--- src/rtl/tty_line_discipline_top_macros.svh ---
// ----------------------------------------------------------------------------
// Assertion macros for the line discipline block.
// Both macros expect a clock named clk and an active-low reset named arst_n.
// ----------------------------------------------------------------------------
`ifndef TTY_LINE_DISCIPLINE_TOP_MACROS_SVH
`define TTY_LINE_DISCIPLINE_TOP_MACROS_SVH

// The consequent must hold in the same cycle as the antecedent.
`define TTY_LD_ASSERT_SAME(label, ante, cons, msg) \
	label: assert property (@(posedge clk) disable iff (!arst_n) (ante) |-> (cons)) \
		else $error(msg);

// The consequent must hold in the cycle after the antecedent.
`define TTY_LD_ASSERT_NEXT(label, ante, cons, msg) \
	label: assert property (@(posedge clk) disable iff (!arst_n) (ante) |=> (cons)) \
		else $error(msg);

`endif

--- src/rtl/tty_ld_pkg.sv ---
// ----------------------------------------------------------------------------
// tty_ld_pkg
// Shared constants, register codes and types of the line discipline block.
// ----------------------------------------------------------------------------
package tty_ld_pkg;

	localparam int LINE_MAX_DEFAULT = 32;
	localparam int BYTE_W           = 8;
	localparam int CFG_DATA_W       = 6;
	localparam int REG_IDX_W        = 2;

	// Register indexes of the configuration port.
	localparam logic [REG_IDX_W-1:0] REG_ECHO_ENABLE = 2'd0;
	localparam logic [REG_IDX_W-1:0] REG_CRLF_IN     = 2'd1;
	localparam logic [REG_IDX_W-1:0] REG_CRLF_OUT    = 2'd2;
	localparam logic [REG_IDX_W-1:0] REG_READ_LIMIT  = 2'd3;

	// Special bytes.
	localparam logic [BYTE_W-1:0] BYTE_DEL = 8'h7F;
	localparam logic [BYTE_W-1:0] BYTE_CR  = 8'h0D;
	localparam logic [BYTE_W-1:0] BYTE_LF  = 8'h0A;

	// Result kinds.
	localparam logic KIND_ECHO = 1'b0;
	localparam logic KIND_LINE = 1'b1;

	// Register values after reset.
	localparam logic                  ECHO_ENABLE_RST = 1'b1;
	localparam logic                  CRLF_IN_RST     = 1'b1;
	localparam logic                  CRLF_OUT_RST    = 1'b1;
	localparam logic [CFG_DATA_W-1:0] READ_LIMIT_RST  = 6'd32;

	typedef struct packed {
		logic                  echo_enable;
		logic                  crlf_in;
		logic                  crlf_out;
		logic [CFG_DATA_W-1:0] read_limit;
	} cfg_t;

	typedef enum logic [2:0] {
		ST_IDLE,
		ST_EDIT,
		ST_STORE,
		ST_ECHO_CR,
		ST_ECHO_CH,
		ST_LINE_PRE,
		ST_LINE
	} state_t;

endpackage

--- src/rtl/tty_ld_rx_if.sv ---
// ----------------------------------------------------------------------------
// tty_ld_rx_if
// Channel for received keyboard bytes.
// ----------------------------------------------------------------------------
interface tty_ld_rx_if;
	import tty_ld_pkg::*;

	logic              valid;
	logic              ready;
	logic [BYTE_W-1:0] rx_byte;

	modport source (output valid, output rx_byte, input ready);
	modport sink (input valid, input rx_byte, output ready);

endinterface

--- src/rtl/tty_ld_res_if.sv ---
// ----------------------------------------------------------------------------
// tty_ld_res_if
// Channel for echo bytes and bytes of completed lines.
// ----------------------------------------------------------------------------
interface tty_ld_res_if;
	import tty_ld_pkg::*;

	logic              valid;
	logic              ready;
	logic              kind;
	logic [BYTE_W-1:0] out_byte;
	logic              last;

	modport source (output valid, output kind, output out_byte, output last, input ready);
	modport sink (input valid, input kind, input out_byte, input last, output ready);

endinterface

--- src/rtl/tty_line_discipline_top.sv ---
// ----------------------------------------------------------------------------
// tty_line_discipline_top: canonical line editing of received keyboard bytes.
// With echo on, a byte's echo follows its edit and, for a stored byte, the store write;
// a delete on an empty line emits nothing.
// One byte at a time: the next byte is taken only once the edit, the echo and, on a
// completed line, the drain are through; the drain reads one entry ahead, then sends one
// byte per cycle while the output is not stalled.
// Reset clears the line length, the sequencer and the output; registers go to defaults.
// ----------------------------------------------------------------------------
module tty_line_discipline_top #(
	parameter int LINE_MAX = tty_ld_pkg::LINE_MAX_DEFAULT
) (
	input  logic                              clk,
	input  logic                              arst_n,
	input  logic                              cfg_we,
	input  logic [tty_ld_pkg::REG_IDX_W-1:0]  cfg_index,
	input  logic [tty_ld_pkg::CFG_DATA_W-1:0] cfg_data,
	tty_ld_rx_if.sink                         rx,
	tty_ld_res_if.source                      res
);
	import tty_ld_pkg::*;

`include "tty_line_discipline_top_macros.svh"

	localparam int IDX_W = $clog2(LINE_MAX);

	// Configuration registers. The user must write only while the block is idle; the block
	// does not enforce this. Flags are read directly, the read limit latched per byte.
	cfg_t cfg_q;

	always_ff @(posedge clk or negedge arst_n) begin
		if (!arst_n) begin
			cfg_q.echo_enable <= ECHO_ENABLE_RST;
			cfg_q.crlf_in     <= CRLF_IN_RST;
			cfg_q.crlf_out    <= CRLF_OUT_RST;
			cfg_q.read_limit  <= READ_LIMIT_RST;
		end else if (cfg_we) begin
			case (cfg_index)
				REG_ECHO_ENABLE: cfg_q.echo_enable <= cfg_data[0];
				REG_CRLF_IN:     cfg_q.crlf_in     <= cfg_data[0];
				REG_CRLF_OUT:    cfg_q.crlf_out    <= cfg_data[0];
				REG_READ_LIMIT:  cfg_q.read_limit  <= cfg_data;
				default: begin
				end
			endcase
		end
	end

	// The line store lives in one synchronous RAM. Writes happen only while an
	// item is edited and reads only while a line drains, so the two ports never
	// touch the same entry in the same cycle and need no forwarding. Entries
	// are read only below the line length, so the RAM needs no clearing.
	logic              mem_we;
	logic [IDX_W-1:0]  mem_waddr;
	logic [BYTE_W-1:0] mem_wdata;
	logic [IDX_W-1:0]  mem_raddr;
	logic [BYTE_W-1:0] mem_rdata;

	tty_ld_ram #(
		.WIDTH(BYTE_W),
		.DEPTH(LINE_MAX)
	) u_line_store (
		.clk  (clk),
		.we   (mem_we),
		.waddr(mem_waddr),
		.wdata(mem_wdata),
		.raddr(mem_raddr),
		.rdata(mem_rdata)
	);

	// The sequencer takes one byte at a time: it applies the edit (one or two
	// store writes, or a length decrement for a delete), emits up to two echo
	// bytes, and on a completed line reads the store back in order. Results go
	// through a single output register, so a waiting result stalls only the
	// sequencer and never loses a transfer.
	tty_ld_ctrl #(
		.LINE_MAX(LINE_MAX)
	) u_ctrl (
		.clk      (clk),
		.arst_n   (arst_n),
		.cfg      (cfg_q),
		.rx       (rx),
		.res      (res),
		.mem_we   (mem_we),
		.mem_waddr(mem_waddr),
		.mem_wdata(mem_wdata),
		.mem_raddr(mem_raddr),
		.mem_rdata(mem_rdata)
	);

	// Store writes belong to an item in progress, never to an idle block.
	`TTY_LD_ASSERT_SAME(a_write_only_busy, mem_we, !rx.ready, "line store written while idle")
	// When a new byte is taken, any result still waiting must be the final one of the last byte.
	`TTY_LD_ASSERT_SAME(a_accept_after_last, rx.valid && rx.ready, !res.valid || res.last, "byte accepted before previous results were complete")
	// A transfer on the input starts work, so the next cycle cannot take another.
	`TTY_LD_ASSERT_NEXT(a_one_at_a_time, rx.valid && rx.ready, !rx.ready, "second byte accepted while editing")

endmodule

--- src/rtl/tty_ld_ram.sv ---
// ----------------------------------------------------------------------------
// tty_ld_ram
// Generic single-write, single-read RAM with a registered read port.
// ----------------------------------------------------------------------------
module tty_ld_ram #(
	parameter int WIDTH = 8,
	parameter int DEPTH = 32
) (
	input  logic                     clk,
	input  logic                     we,
	input  logic [$clog2(DEPTH)-1:0] waddr,
	input  logic [WIDTH-1:0]         wdata,
	input  logic [$clog2(DEPTH)-1:0] raddr,
	output logic [WIDTH-1:0]         rdata
);

	logic [WIDTH-1:0] mem_q [DEPTH];
	logic [WIDTH-1:0] rdata_q;

	always_ff @(posedge clk) begin
		if (we) begin
			mem_q[waddr] <= wdata;
		end
		rdata_q <= mem_q[raddr];
	end

	assign rdata = rdata_q;

endmodule

--- src/rtl/tty_ld_ctrl.sv ---
// ----------------------------------------------------------------------------
// tty_ld_ctrl
// Editing sequencer: updates the line store, echoes and drains completed lines.
// ----------------------------------------------------------------------------
module tty_ld_ctrl #(
	parameter int LINE_MAX = tty_ld_pkg::LINE_MAX_DEFAULT
) (
	input  logic                          clk,
	input  logic                          arst_n,
	input  tty_ld_pkg::cfg_t              cfg,
	tty_ld_rx_if.sink                     rx,
	tty_ld_res_if.source                  res,
	output logic                          mem_we,
	output logic [$clog2(LINE_MAX)-1:0]   mem_waddr,
	output logic [tty_ld_pkg::BYTE_W-1:0] mem_wdata,
	output logic [$clog2(LINE_MAX)-1:0]   mem_raddr,
	input  logic [tty_ld_pkg::BYTE_W-1:0] mem_rdata
);
	import tty_ld_pkg::*;

	localparam int IDX_W = $clog2(LINE_MAX);
	localparam int LEN_W = $clog2(LINE_MAX + 1);
	localparam logic [LEN_W-1:0] MAX_LEN = LEN_W'(LINE_MAX);

	state_t            state_q, state_n;
	logic [BYTE_W-1:0] byte_q, byte_n;
	logic [LEN_W-1:0]  len_q, len_n;
	logic [LEN_W-1:0]  limit_q, limit_n;
	logic [IDX_W-1:0]  idx_q, idx_n;

	logic              res_valid_q, res_valid_n;
	logic              res_kind_q, res_kind_n;
	logic [BYTE_W-1:0] res_byte_q, res_byte_n;
	logic              res_last_q, res_last_n;

	logic             is_del, is_cr, is_lf;
	logic             complete, has_line, can_load, idx_is_last;
	logic [LEN_W:0]   len_plus1;
	logic [LEN_W-1:0] limit_clamp;

	assign is_del      = (byte_q == BYTE_DEL);
	assign is_cr       = (byte_q == BYTE_CR);
	assign is_lf       = (byte_q == BYTE_LF);
	assign len_plus1   = (LEN_W+1)'(len_q) + (LEN_W+1)'(1);
	assign complete    = is_cr || is_lf || (len_q >= limit_q);
	assign has_line    = complete && (len_q != '0);
	assign can_load    = !res_valid_q || res.ready;
	assign idx_is_last = ((LEN_W'(idx_q) + LEN_W'(1)) == len_q);

	// A limit of zero acts as one; a limit above the store depth acts as the depth.
	always_comb begin
		if (cfg.read_limit == '0) begin
			limit_clamp = LEN_W'(1);
		end else if (32'(cfg.read_limit) > LINE_MAX) begin
			limit_clamp = MAX_LEN;
		end else begin
			limit_clamp = LEN_W'(cfg.read_limit);
		end
	end

	always_ff @(posedge clk or negedge arst_n) begin
		if (!arst_n) begin
			state_q     <= ST_IDLE;
			len_q       <= '0;
			res_valid_q <= 1'b0;
		end else begin
			state_q     <= state_n;
			len_q       <= len_n;
			res_valid_q <= res_valid_n;
		end
	end

	always_ff @(posedge clk) begin
		byte_q     <= byte_n;
		limit_q    <= limit_n;
		idx_q      <= idx_n;
		res_kind_q <= res_kind_n;
		res_byte_q <= res_byte_n;
		res_last_q <= res_last_n;
	end

	always_comb begin
		state_n     = state_q;
		byte_n      = byte_q;
		len_n       = len_q;
		limit_n     = limit_q;
		idx_n       = idx_q;
		res_valid_n = res_valid_q && !res.ready;
		res_kind_n  = res_kind_q;
		res_byte_n  = res_byte_q;
		res_last_n  = res_last_q;
		rx.ready    = 1'b0;
		mem_we      = 1'b0;
		mem_waddr   = len_q[IDX_W-1:0];
		mem_wdata   = byte_q;
		mem_raddr   = idx_q;

		case (state_q)
			ST_IDLE: begin
				rx.ready = 1'b1;
				if (rx.valid) begin
					byte_n  = rx.rx_byte;
					limit_n = limit_clamp;
					state_n = ST_EDIT;
				end
			end
			ST_EDIT: begin
				if (is_del) begin
					if (len_q == '0) begin
						state_n = ST_IDLE;
					end else begin
						len_n   = len_q - LEN_W'(1);
						state_n = ST_ECHO_CR;
					end
				end else if (is_lf && cfg.crlf_in && (len_plus1 < (LEN_W+1)'(limit_q))) begin
					mem_we    = 1'b1;
					mem_wdata = BYTE_CR;
					len_n     = len_plus1[LEN_W-1:0];
					state_n   = ST_STORE;
				end else begin
					state_n = ST_STORE;
				end
			end
			ST_STORE: begin
				if (len_q < MAX_LEN) begin
					mem_we = 1'b1;
					len_n  = len_plus1[LEN_W-1:0];
				end
				state_n = ST_ECHO_CR;
			end
			ST_ECHO_CR: begin
				if (cfg.echo_enable && is_lf && cfg.crlf_out) begin
					if (can_load) begin
						res_valid_n = 1'b1;
						res_kind_n  = KIND_ECHO;
						res_byte_n  = BYTE_CR;
						res_last_n  = 1'b0;
						state_n     = ST_ECHO_CH;
					end
				end else begin
					state_n = ST_ECHO_CH;
				end
			end
			ST_ECHO_CH: begin
				if (!cfg.echo_enable || can_load) begin
					if (cfg.echo_enable) begin
						res_valid_n = 1'b1;
						res_kind_n  = KIND_ECHO;
						res_byte_n  = byte_q;
						res_last_n  = !has_line;
					end
					if (has_line) begin
						state_n = ST_LINE_PRE;
					end else begin
						if (complete) begin
							len_n = '0;
						end
						state_n = ST_IDLE;
					end
				end
			end
			ST_LINE_PRE: begin
				idx_n     = '0;
				mem_raddr = '0;
				state_n   = ST_LINE;
			end
			ST_LINE: begin
				// Read data always belongs to idx_q; prefetch the next entry on a transfer.
				if (can_load) begin
					res_valid_n = 1'b1;
					res_kind_n  = KIND_LINE;
					res_byte_n  = mem_rdata;
					res_last_n  = idx_is_last;
					idx_n       = idx_q + IDX_W'(1);
					mem_raddr   = idx_q + IDX_W'(1);
					if (idx_is_last) begin
						len_n   = '0;
						state_n = ST_IDLE;
					end
				end
			end
			default: begin
				state_n = ST_IDLE;
			end
		endcase
	end

	assign res.valid    = res_valid_q;
	assign res.kind     = res_kind_q;
	assign res.out_byte = res_byte_q;
	assign res.last     = res_last_q;

endmodule

--- src/flat_wrapper.sv ---
// flat-port wrapper written by rule: the top's interface ports become plain ports
module tty_line_discipline_top_flat import tty_ld_pkg::*;
#(
	parameter int LINE_MAX = tty_ld_pkg::LINE_MAX_DEFAULT
)
  (clk, arst_n, cfg_we, cfg_index, cfg_data, rx_valid, rx_rx_byte, rx_ready, res_valid, res_kind, res_out_byte, res_last, res_ready);
  tty_ld_rx_if rx_i ();
  tty_ld_res_if res_i ();
  input  logic clk;
  input  logic arst_n;
  input  logic cfg_we;
  input  logic [tty_ld_pkg::REG_IDX_W-1:0] cfg_index;
  input  logic [tty_ld_pkg::CFG_DATA_W-1:0] cfg_data;
  input wire logic [$bits(rx_i.valid)-1:0] rx_valid;
  input wire logic [$bits(rx_i.rx_byte)-1:0] rx_rx_byte;
  output wire logic [$bits(rx_i.ready)-1:0] rx_ready;
  output wire logic [$bits(res_i.valid)-1:0] res_valid;
  output wire logic [$bits(res_i.kind)-1:0] res_kind;
  output wire logic [$bits(res_i.out_byte)-1:0] res_out_byte;
  output wire logic [$bits(res_i.last)-1:0] res_last;
  input wire logic [$bits(res_i.ready)-1:0] res_ready;
  assign rx_i.valid = rx_valid;
  assign rx_i.rx_byte = rx_rx_byte;
  assign rx_ready = rx_i.ready;
  assign res_valid = res_i.valid;
  assign res_kind = res_i.kind;
  assign res_out_byte = res_i.out_byte;
  assign res_last = res_i.last;
  assign res_i.ready = res_ready;
  tty_line_discipline_top #(.LINE_MAX(LINE_MAX)) u_core (.clk(clk), .arst_n(arst_n), .cfg_we(cfg_we), .cfg_index(cfg_index), .cfg_data(cfg_data), .rx(rx_i), .res(res_i));
endmodule
--- config.mk ---
export PLATFORM = sky130hd
export DESIGN_NAME = tty_line_discipline_top_flat
export DESIGN_NICKNAME = d
export VERILOG_FILES = /design/src/rtl/tty_ld_pkg.sv /design/src/rtl/tty_ld_rx_if.sv /design/src/rtl/tty_ld_res_if.sv /design/src/rtl/tty_line_discipline_top.sv /design/src/rtl/tty_ld_ram.sv /design/src/rtl/tty_ld_ctrl.sv /design/src/flat_wrapper.sv
export VERILOG_INCLUDE_DIRS = /design/src /design/src/rtl
export SDC_FILE = /design/constraint.sdc
export NUM_CORES = 1
export LEC_CHECK = 0
export ABC_CLOCK_PERIOD_IN_PS = 8700
export BUFFER_PORTS_ARGS = -buffer_cell sky130_fd_sc_hd__buf_2
export CAP_MARGIN = 40
export CORE_MARGIN = 10
export CORE_UTILIZATION = 50
export DETAILED_ROUTE_END_ITERATION = 8
export PLACE_DENSITY = 0.64
export SETUP_SLACK_MARGIN = 0.2
export SYNTH_ARGS = -nofsm -noshare
export SYNTH_HDL_FRONTEND = slang
export SYNTH_SLANG_ARGS = --single-unit
--- constraint.sdc ---
create_clock -name clk -period 8.7 [get_ports clk]
set_clock_uncertainty 0.1 [all_clocks]
set_input_delay 1.74 -clock clk [delete_from_list [all_inputs] [get_ports clk]]
set_output_delay 1.74 -clock clk [all_outputs]
set_load 0.01 [all_outputs]
==> impl_results.md, run 1 <==
* Vias at 8,311
* Clock tree from TritonCTS: done
* Port Buffer Count at 32
* Effective utilization at floorplan at 0.5075
* Net total in the final layout at around 1,000
* Largest area contributor in the synthesized netlist: edfxtp_1
* Placer Congestion at around 0.86
* Pin count of the biggest net entering global routing at 51
* Worst setup path startpoint: res_ready
* Worst reg2reg startpoint: u_core.u_ctrl.len_q[2]
* Cts bufs inserted at 34
* WL final at approximately 33,000 um
* Average wire length per cell after detail routing at between 20 and 25 um
* Share of layout cells above drive strength 1 at 0.1605
* Number of optimization iterations in the first detailed-route pass at 5
* FMAX at a little over 200 MHz
* Launching element type of the critical path: input port
* Avg Inst Size Synth at about 14 um^2
* Setup slack after layout at ~3800 ps
* Worst Hold Slack at roughly 410 ps
* Main synth FF type: edfxtp_1
* Most frequently used cell type in the post-synthesis netlist: edfxtp_1
* Yosys warns at 0
* Number of synthesized register bits at about 310
* Overall die area at ~0.034 mm^2
* First-pass GRT wire length at between 50,000 and 60,000 um
* Type of the worst min-delay path: reg -> reg
* Number of vias per cell at slightly above 6
* Worst slack at placement at about 3300 ps
* Synthesis-to-finish area growth at 11.98%
* Number of pins exceeding their max-slew limit in the final report at 0
* Largest buffer count on any clock path at 3
* Final hold violations at 0
* Register area share after synthesis at 0.6707
* Clock-pin slew on the worst setup and hold paths at about 60 ps
* GR Overflow Total at 0
* Hold_buf cts at 0
* Synth area leaders: edfxtp_1 62%, mux2i_1 6.9%, mux2_2 3.5%
* Clock root buffer: clkbuf_16
* Net Sw Frac at 0.3600
* Comb power frac at 0.365
* Post-CTS setup buffer count at 0
* Number of enable flip-flop cells after synthesis at 280
* Cells resized by post-CTS repair at 0
* Relative max-transition margin at 0.3453
* Share of power burned in registers at 0.366
* Final period util at 0.5661
* Required time of the critical path at between 8000 and 9000 ps
* Net switching component of the power at 1.925 mW
* Run status: finished clean
* Number of placed I/O pins at 33
* Critical path capture point type: flop
* Maximum fanout along the worst path at 50
* Syn Inst Count at 971
* Clock network fraction of design power at 0.269
* Most frequent cells after synthesis: 280 x edfxtp_1, 100 x nand2_1, 94 x mux2i_1
* Library cells used by synthesis at 79
* Total clock sinks at roughly 310
* DRC violations left at 0
* Core area at 0.02688 mm^2
* Number of antenna violations at the first check in global routing at 1
* Die boundary height at between 150 and 200 um
* Arrival time reported for the critical path endpoint at approximately 5200 ps
* Antenna Diode Count at 0
* Reported max-cap violation count at 0
* Violation count after the first detailed-routing iteration at 837
* Maximum VDD drop at ~190 uV
* RSZ-0062 raised after global routing: false
* Hold path start: u_core.cfg_q[0]
* Minimum period implied by the final worst setup slack at approximately 4900 ps
* Class of the most critical setup path: in -> reg
* Fraction of registers with async set or reset after synthesis at 0.06090
* Width of the die at approximately 190 um
* Actual slew at the worst max-slew pin at between 900 and 1000 ps
* Setup TNS Final at 0 ps
* Placed wire-length estimate after detailed placement at roughly 21,000 um
* Post-Synthesis Cell Area at ~0.014 mm^2
* Pwr Density at 350.1 mW/mm^2
* Pleak at around 5.4 nW
* Overall global routing resource usage at 0.1934
* Site row count at 60
* Final setup violation count at 0
* CTS H-Tree Depth at 2
* Post-detailed-route count of antenna-violating nets at 0
* Net Count, Synth at 1,010
* Via count of the first global-routing pass at between 8,000 and 9,000
* Internal power summed over all cells at 3.423 mW
* Area share of the leading cell type in the synthesized netlist at 0.6164
* Clock insertion delay at the later pin of the skew report at approximately 510 ps
sequential cells by signal (all words and copies together), names as in the netlist:
register                    count
u_core.u_ctrl.byte_q            8
u_core.u_ctrl.state_q           3
u_core.u_ctrl.res.kind          1
u_core.cfg_q                    9
u_core.u_ctrl.res.last          1
u_core.u_ctrl.len_q             6
u_core.u_ctrl.idx_q             5
u_core.u_ctrl.res.out_byte      8
u_core.u_ctrl.res.valid         1
u_core.u_line_store.mem_q     256
u_core.u_line_store.rdata       8
u_core.u_ctrl.limit_q           6
layout by cell type, fill, tap and decap left out, types with 5 or more instances in the layout:
cell type,instances
nand4_1,12
nand2_1,100
o32ai_1,6
mux2_2,42
and3_1,5
dfrtp_1,15
o211ai_1,13
a21oi_1,16
a211oi_1,9
inv_1,23
nand3_1,45
o22ai_1,11
buf_4,13
clkbuf_1,9
nor3_1,12
ha_1,18
nand2b_1,9
dfxtp_1,13
nor2b_1,11
o21ai_0,10
buf_2,35
xnor2_1,6
or4_1,5
edfxtp_1,280
nor2_1,56
a21o_1,5
mux2i_1,94
a32o_1,11
clkbuf_16,35
worst max-delay path, stage by stage:
cell	delay (ps)
buf_2	110
nand2b_1	320
a21oi_2	380
o21ai_4	290
inv_4	520
buf_4	720
nand2_1	260
o22ai_1	250
a211oi_1	70
or4_1	520
area by class of cell:
type,count,area [um^2]
Inverter,27,106.4
Sequential cell,312,9149
Clock inverter,16,202.7
Timing Repair Buffer,51,347.8
Clock buffer,45,923.4
Fill cell,2178,11600
Multi-Input combinational cell,577,4119
Tap cell,341,426.7
cell families (layout without fill, tap and decap cells):
kind of cell,after synthesis,count (layout),synth area share
XOR/XNOR,8,8,0.005137
adder cells (fa/ha/maj),18,18,0.01651
multiplexers,137,137,0.1048
AO/OA/AOI/OAI,140,140,0.08054
buffers and inverters,82,139,0.02807
AND/OR/NAND/NOR,274,274,0.09430
flip-flops,312,312,0.6707
power by group through the flow:
| stage | sequential, mW | combinational [mW] | clock (mW) |
|---|---|---|---|
| final | 1.96 | 1.95 | 1.44 |
| after global placement | 2.00 | 1.84 | 0 |
| after floorplan | 1.90 | 1.44 | 0 |
| after global routing | 1.97 | 2.11 | 1.53 |
| after detailed placement | 1.98 | 1.93 | 0 |
| after CTS | 1.95 | 1.93 | 1.47 |
path summary, 6_finish.rpt:
check | endpoint | slack, ps | cells past startpoint
worst max-delay path | u_core.u_line_store.rdata[2] | 3780 | 10
worst min-delay path | u_core.cfg_q[0] | 410 | 1
worst max register to register | u_core.u_line_store.mem_q[26][7] | 4310 | 10
worst min register to register | u_core.cfg_q[0] | 410 | 1
max in group asynchronous | u_core.cfg_q[5] | 7050 | 1
min in group asynchronous | u_core.u_ctrl.len_q[0] | 1080 | 1
through the flow:
stage	area [um^2]	power [mW]	utilization	instances
detailed placement	14130	3.911	0.5259	1306
CTS	15260	5.353	0.5678	1367
global placement	14030	3.838	0.5220	1298
global route	15270	5.610	0.5683	1369
floorplan	13640	3.342	-	971
finish	15270	5.348	0.5683	1369
routing by layer:
metal,global-route usage,part of all wire
met1,0.2686,0.44
met2,0.2993,0.46
met3,0.03821,0.074
met4,0.06209,0.027
met5,0,0.00042
(Power assumes the default switching activity.)
==> run 2, diff against run 1 <==
--- a/config.mk
+++ b/config.mk
@@ -6,13 +6,13 @@
 export SDC_FILE = /design/constraint.sdc
 export NUM_CORES = 1
 export LEC_CHECK = 0
-export ABC_CLOCK_PERIOD_IN_PS = 8700
+export ABC_CLOCK_PERIOD_IN_PS = 4400
 export BUFFER_PORTS_ARGS = -buffer_cell sky130_fd_sc_hd__buf_2
 export CAP_MARGIN = 40
 export CORE_MARGIN = 10
 export CORE_UTILIZATION = 50
 export DETAILED_ROUTE_END_ITERATION = 8
-export PLACE_DENSITY = 0.64
+export PLACE_DENSITY = 0.67
 export SETUP_SLACK_MARGIN = 0.2
 export SYNTH_ARGS = -nofsm -noshare
 export SYNTH_HDL_FRONTEND = slang
==> constraint.sdc (replaced) <==
create_clock -name clk -period 4.4 [get_ports clk]
set_clock_uncertainty 0.1 [all_clocks]
set_input_delay 0.88 -clock clk [delete_from_list [all_inputs] [get_ports clk]]
set_output_delay 0.88 -clock clk [all_outputs]
set_load 0.01 [all_outputs]
==> run 2 against run 1 <==
  * Sequential share of layout area is 0.23 points lower
  * Combinational power is 100% higher
  * Core utilization is 0.21 points higher
  * Via count is 1.2% higher
  * Routed wire length hardly changed
  * Worst hold slack worse by 170 ps
  * First-iteration DRC count is 14% higher
  * Sequential power is 97% higher
  * Count of clock-buffer cells in the layout is 2 lower
  * Clock power is 80% higher
  * Final cell count is 1.6% higher
  * Critical endpoint is now u_core.u_line_store.mem_q[27][7]
  * Largest cell class unchanged
==> impl_results.md, run 2 (same netlist as run 1, synthesis figures left out) <==
* Pleak at 5.521 nW (was 5.447 nW)
* Maximum VDD drop at 505.9 uV (was 191.2 uV)
* Post-CTS setup buffer count at 0 (unchanged)
* Number of optimization iterations in the first detailed-route pass at 6 (was 5)
* Fillers at 2,135 (was 2,178)
* Max reg flops at 256 (unchanged)
* Site row count at 60 (unchanged)
* RSZ-0062 raised after global routing: true (was false)
* Net total in the final layout at 1,065 (was 1,042)
* GR Overflow Total at 0 (unchanged)
* Critical path capture point type: flop (unchanged)
* Average wire length per cell after detail routing at 23.80 um (was 24.18 um)
* Endpoint of the most critical setup path: u_core.u_line_store.mem_q[27][7] (was u_core.u_line_store.rdata[2])
* Net Sw Frac at 0.3655 (was 0.3600)
* Width of the die at 185.2 um (unchanged)
* WL final at 33,100 um (about the same)
* Worst Hold Slack at 236.3 ps (was 408.5 ps)
* Vias at 8,409 (was 8,311)
* DR WL met3 at 2478 um (was 2446 um)
* Launching element type of the critical path: flop (was input port)
* Clock-pin slew on the worst setup and hold paths at 60 ps (about the same)
* Number of antenna violations at the first check in global routing at 0 (was 1)
* Final hold violations at 0 (unchanged)
* Share of power burned in registers at 0.371 (was 0.366)
* Reported max-cap violation count at 0 (unchanged)
* Run status: finished clean (unchanged)
* Number of placed I/O pins at 33 (unchanged)
* Placer Congestion at 0.9404 (was 0.8551)
* Internal power summed over all cells at 6.599 mW (was 3.423 mW)
* Fin util at 0.5705 (was 0.5683)
* Largest buffer count on any clock path at 3 (unchanged)
* Registers with the most flip-flops: u_core.u_line_store.mem_q: 256 flops, u_core.cfg_q: 9 flops (unchanged)
* Actual slew at the worst max-slew pin at 914.0 ps (was 977.7 ps)
* Die boundary height at 185.2 um (unchanged)
* Required time of the critical path at 4430 ps (was 8980 ps)
* Hold_buf cts at 0 (unchanged)
* Total clock sinks at 312 (unchanged)
* Comb power frac at 0.380 (was 0.365)
* Leading cell type in the layout, fill and taps excluded: edfxtp_1 (unchanged)
* Overall die area at 0.03429 mm^2 (unchanged)
* Final setup violation count at 0 (unchanged)
* Path depth of the worst reg2reg path at 10 (unchanged)
* Clock tree from TritonCTS: done (unchanged)
* Effective utilization at floorplan at 0.5075 (unchanged)
* Setup slack after layout at 348.0 ps (was 3775 ps)
* Worst reg2reg startpoint: u_core.u_ctrl.len_q[2] (unchanged)
* Via count of the first global-routing pass at 8,184 (was 8,061)
* Number of pins exceeding their max-slew limit in the final report at 0 (unchanged)
* Worst slack at placement at 438.7 ps (was 3281 ps)
* Port Buffer Count at 32 (unchanged)
* Most frequent cells in the layout: 280 x edfxtp_1, 100 x nand2_1, 94 x mux2i_1 (unchanged)
* Synthesis-to-finish area growth at 12.40% (was 11.98%)
* Maximum fanout along the worst path at 15 (was 50)
* DRC violations left at 0 (unchanged)
* Relative max-transition margin at 0.3893 (was 0.3453)
* Placed wire-length estimate after detailed placement at 22,300 um (was 21,220 um)
* Pin count of the biggest net entering global routing at 44 (was 51)
* Highest signal layer in the routed design: met4 (was met5)
* Arrival time reported for the critical path endpoint at 4080 ps (was 5210 ps)
* Clock root buffer: clkbuf_16 (unchanged)
* Top reg by flops: u_core.u_line_store.mem_q (unchanged)
* Class of the most critical setup path: reg -> reg (was in -> reg)
* First-pass GRT wire length at 50,740 um (was 50,060 um)
* Violation count after the first detailed-routing iteration at 956 (was 837)
* Clock insertion delay at the later pin of the skew report at 500 ps (was 510 ps)
* Met1 wire length at 14,680 um (was 14,610 um)
* Antenna Diode Count at 0 (unchanged)
* FMAX at 246.8 MHz
* Internal reg-to-reg setup slack at 350 ps (was 4310 ps)
* CTS H-Tree Depth at 2 (unchanged)
* Share of layout cells above drive strength 1 at 0.1743 (was 0.1605)
* Reg-to-reg endpoint: u_core.u_line_store.mem_q[27][7] (was u_core.u_line_store.mem_q[26][7])
* Minimum period implied by the final worst setup slack at 4052 ps
* Cell count after placement at 1,331 (was 1,306)
* Type of the worst min-delay path: in -> async (was reg -> reg)
* Number of vias per cell at 6.045 (was 6.071)
* Net switching component of the power at 3.801 mW (was 1.925 mW)
* Worst setup path startpoint: u_core.u_ctrl.len_q[2] (was res_ready)
* Routed wl met2 at 15,300 um (was 15,140 um)
* Cts bufs inserted at 34 (unchanged)
* Clock network fraction of design power at 0.249 (was 0.269)
* Final period util at 0.9209
* Post-detailed-route count of antenna-violating nets at 0 (unchanged)
* Core area at 0.02688 mm^2 (unchanged)
* Overall global routing resource usage at 0.1953 (was 0.1934)
* Setup TNS Final at 0 ps (unchanged)
* Pwr Density at 678.3 mW/mm^2 (was 350.1 mW/mm^2)
* Cell Count, Final, Fillers Out at 1,391 (was 1,369)
[run 2: changes by cell type in the layout (fill, tap and decap cells not counted), moves of 2 or more]
| cell | before | now |
|---|---|---|
| buf_12 | 1 | 3 |
| buf_16 | 2 | 0 |
| buf_2 | 35 | 32 |
| buf_4 | 13 | 39 |
| bufinv_16 | 4 | 1 |
| clkinv_1 | 4 | 10 |
| clkinv_8 | 2 | 0 |
| clkinvlp_4 | 2 | 0 |
[run 2: through the flow]
stage	cell area, um^2	total power, mW
2_1_floorplan	13640	6.608
3_3_place_gp	14320	7.778
3_5_place_dp	14320	7.806
4_1_cts	15330	10.40
5_1_grt	15330	10.90
6_report	15330	10.40
[run 2: how the worst min path moves through the flow]
stage	startpoint	to	slack [ps]	cells after the start
after detailed placement	u_core.cfg_q[0]	u_core.cfg_q[0]	410	1
after global placement	u_core.cfg_q[0]	u_core.cfg_q[0]	410	1
after global routing	arst_n	u_core.u_ctrl.len_q[1]	260	1
after CTS	arst_n	u_core.cfg_q[4]	240	1
after floorplan	u_core.cfg_q[0]	u_core.cfg_q[0]	380	1
final	arst_n	u_core.u_ctrl.len_q[1]	240	1
[run 2: metal layers]
| metal | vias to the layer above | GRT usage |
|---|---|---|
| met3 | 53 | 0.03468 |
| met5 | - | 0 |
| met4 | 0 | 0.04876 |
| li1 | 3832 | - |
| met1 | 4156 | 0.2785 |
| met2 | 368 | 0.3031 |
[run 2: final cells by class]
type                    instances  area, um^2  share of cell area
well taps                     341       426.7             0.02783
flip-flops and latches        312        9149              0.5967
clock inverters                17       105.1            0.006855
clock buffers                  43       905.9             0.05908
inverters                      27       106.4            0.006937
multi-input cells             577        4126              0.2691
repair buffers                 74       513.0             0.03346
[run 2: power by group through the flow]
stage          Clock, mW  Combinational [mW]  Sequential [mW]
2_1_floorplan          0                2.86             3.75
3_3_place_gp           0                3.87             3.91
3_5_place_dp           0                3.89             3.91
4_1_cts             2.64                3.91             3.85
5_1_grt             2.76                4.26             3.88
6_report            2.59                3.95             3.86
[run 2: worst max-delay path, cell delays in order (launching register included)]
cell and delay, ps:
dfrtp_1 630, nand3_1 370, nor2_1 230, xnor2_1 160, ha_1 280, a211oi_1 260
o311a_1 250, a31oi_1 150, nor2_1 280, nand2_1 290, nor2_1 670
[run 2: timing repair]
action	in CTS	in global routing
setup endpoints to repair	0	18
endpoints found under the hold margin	0	0
resized for setup	0	1
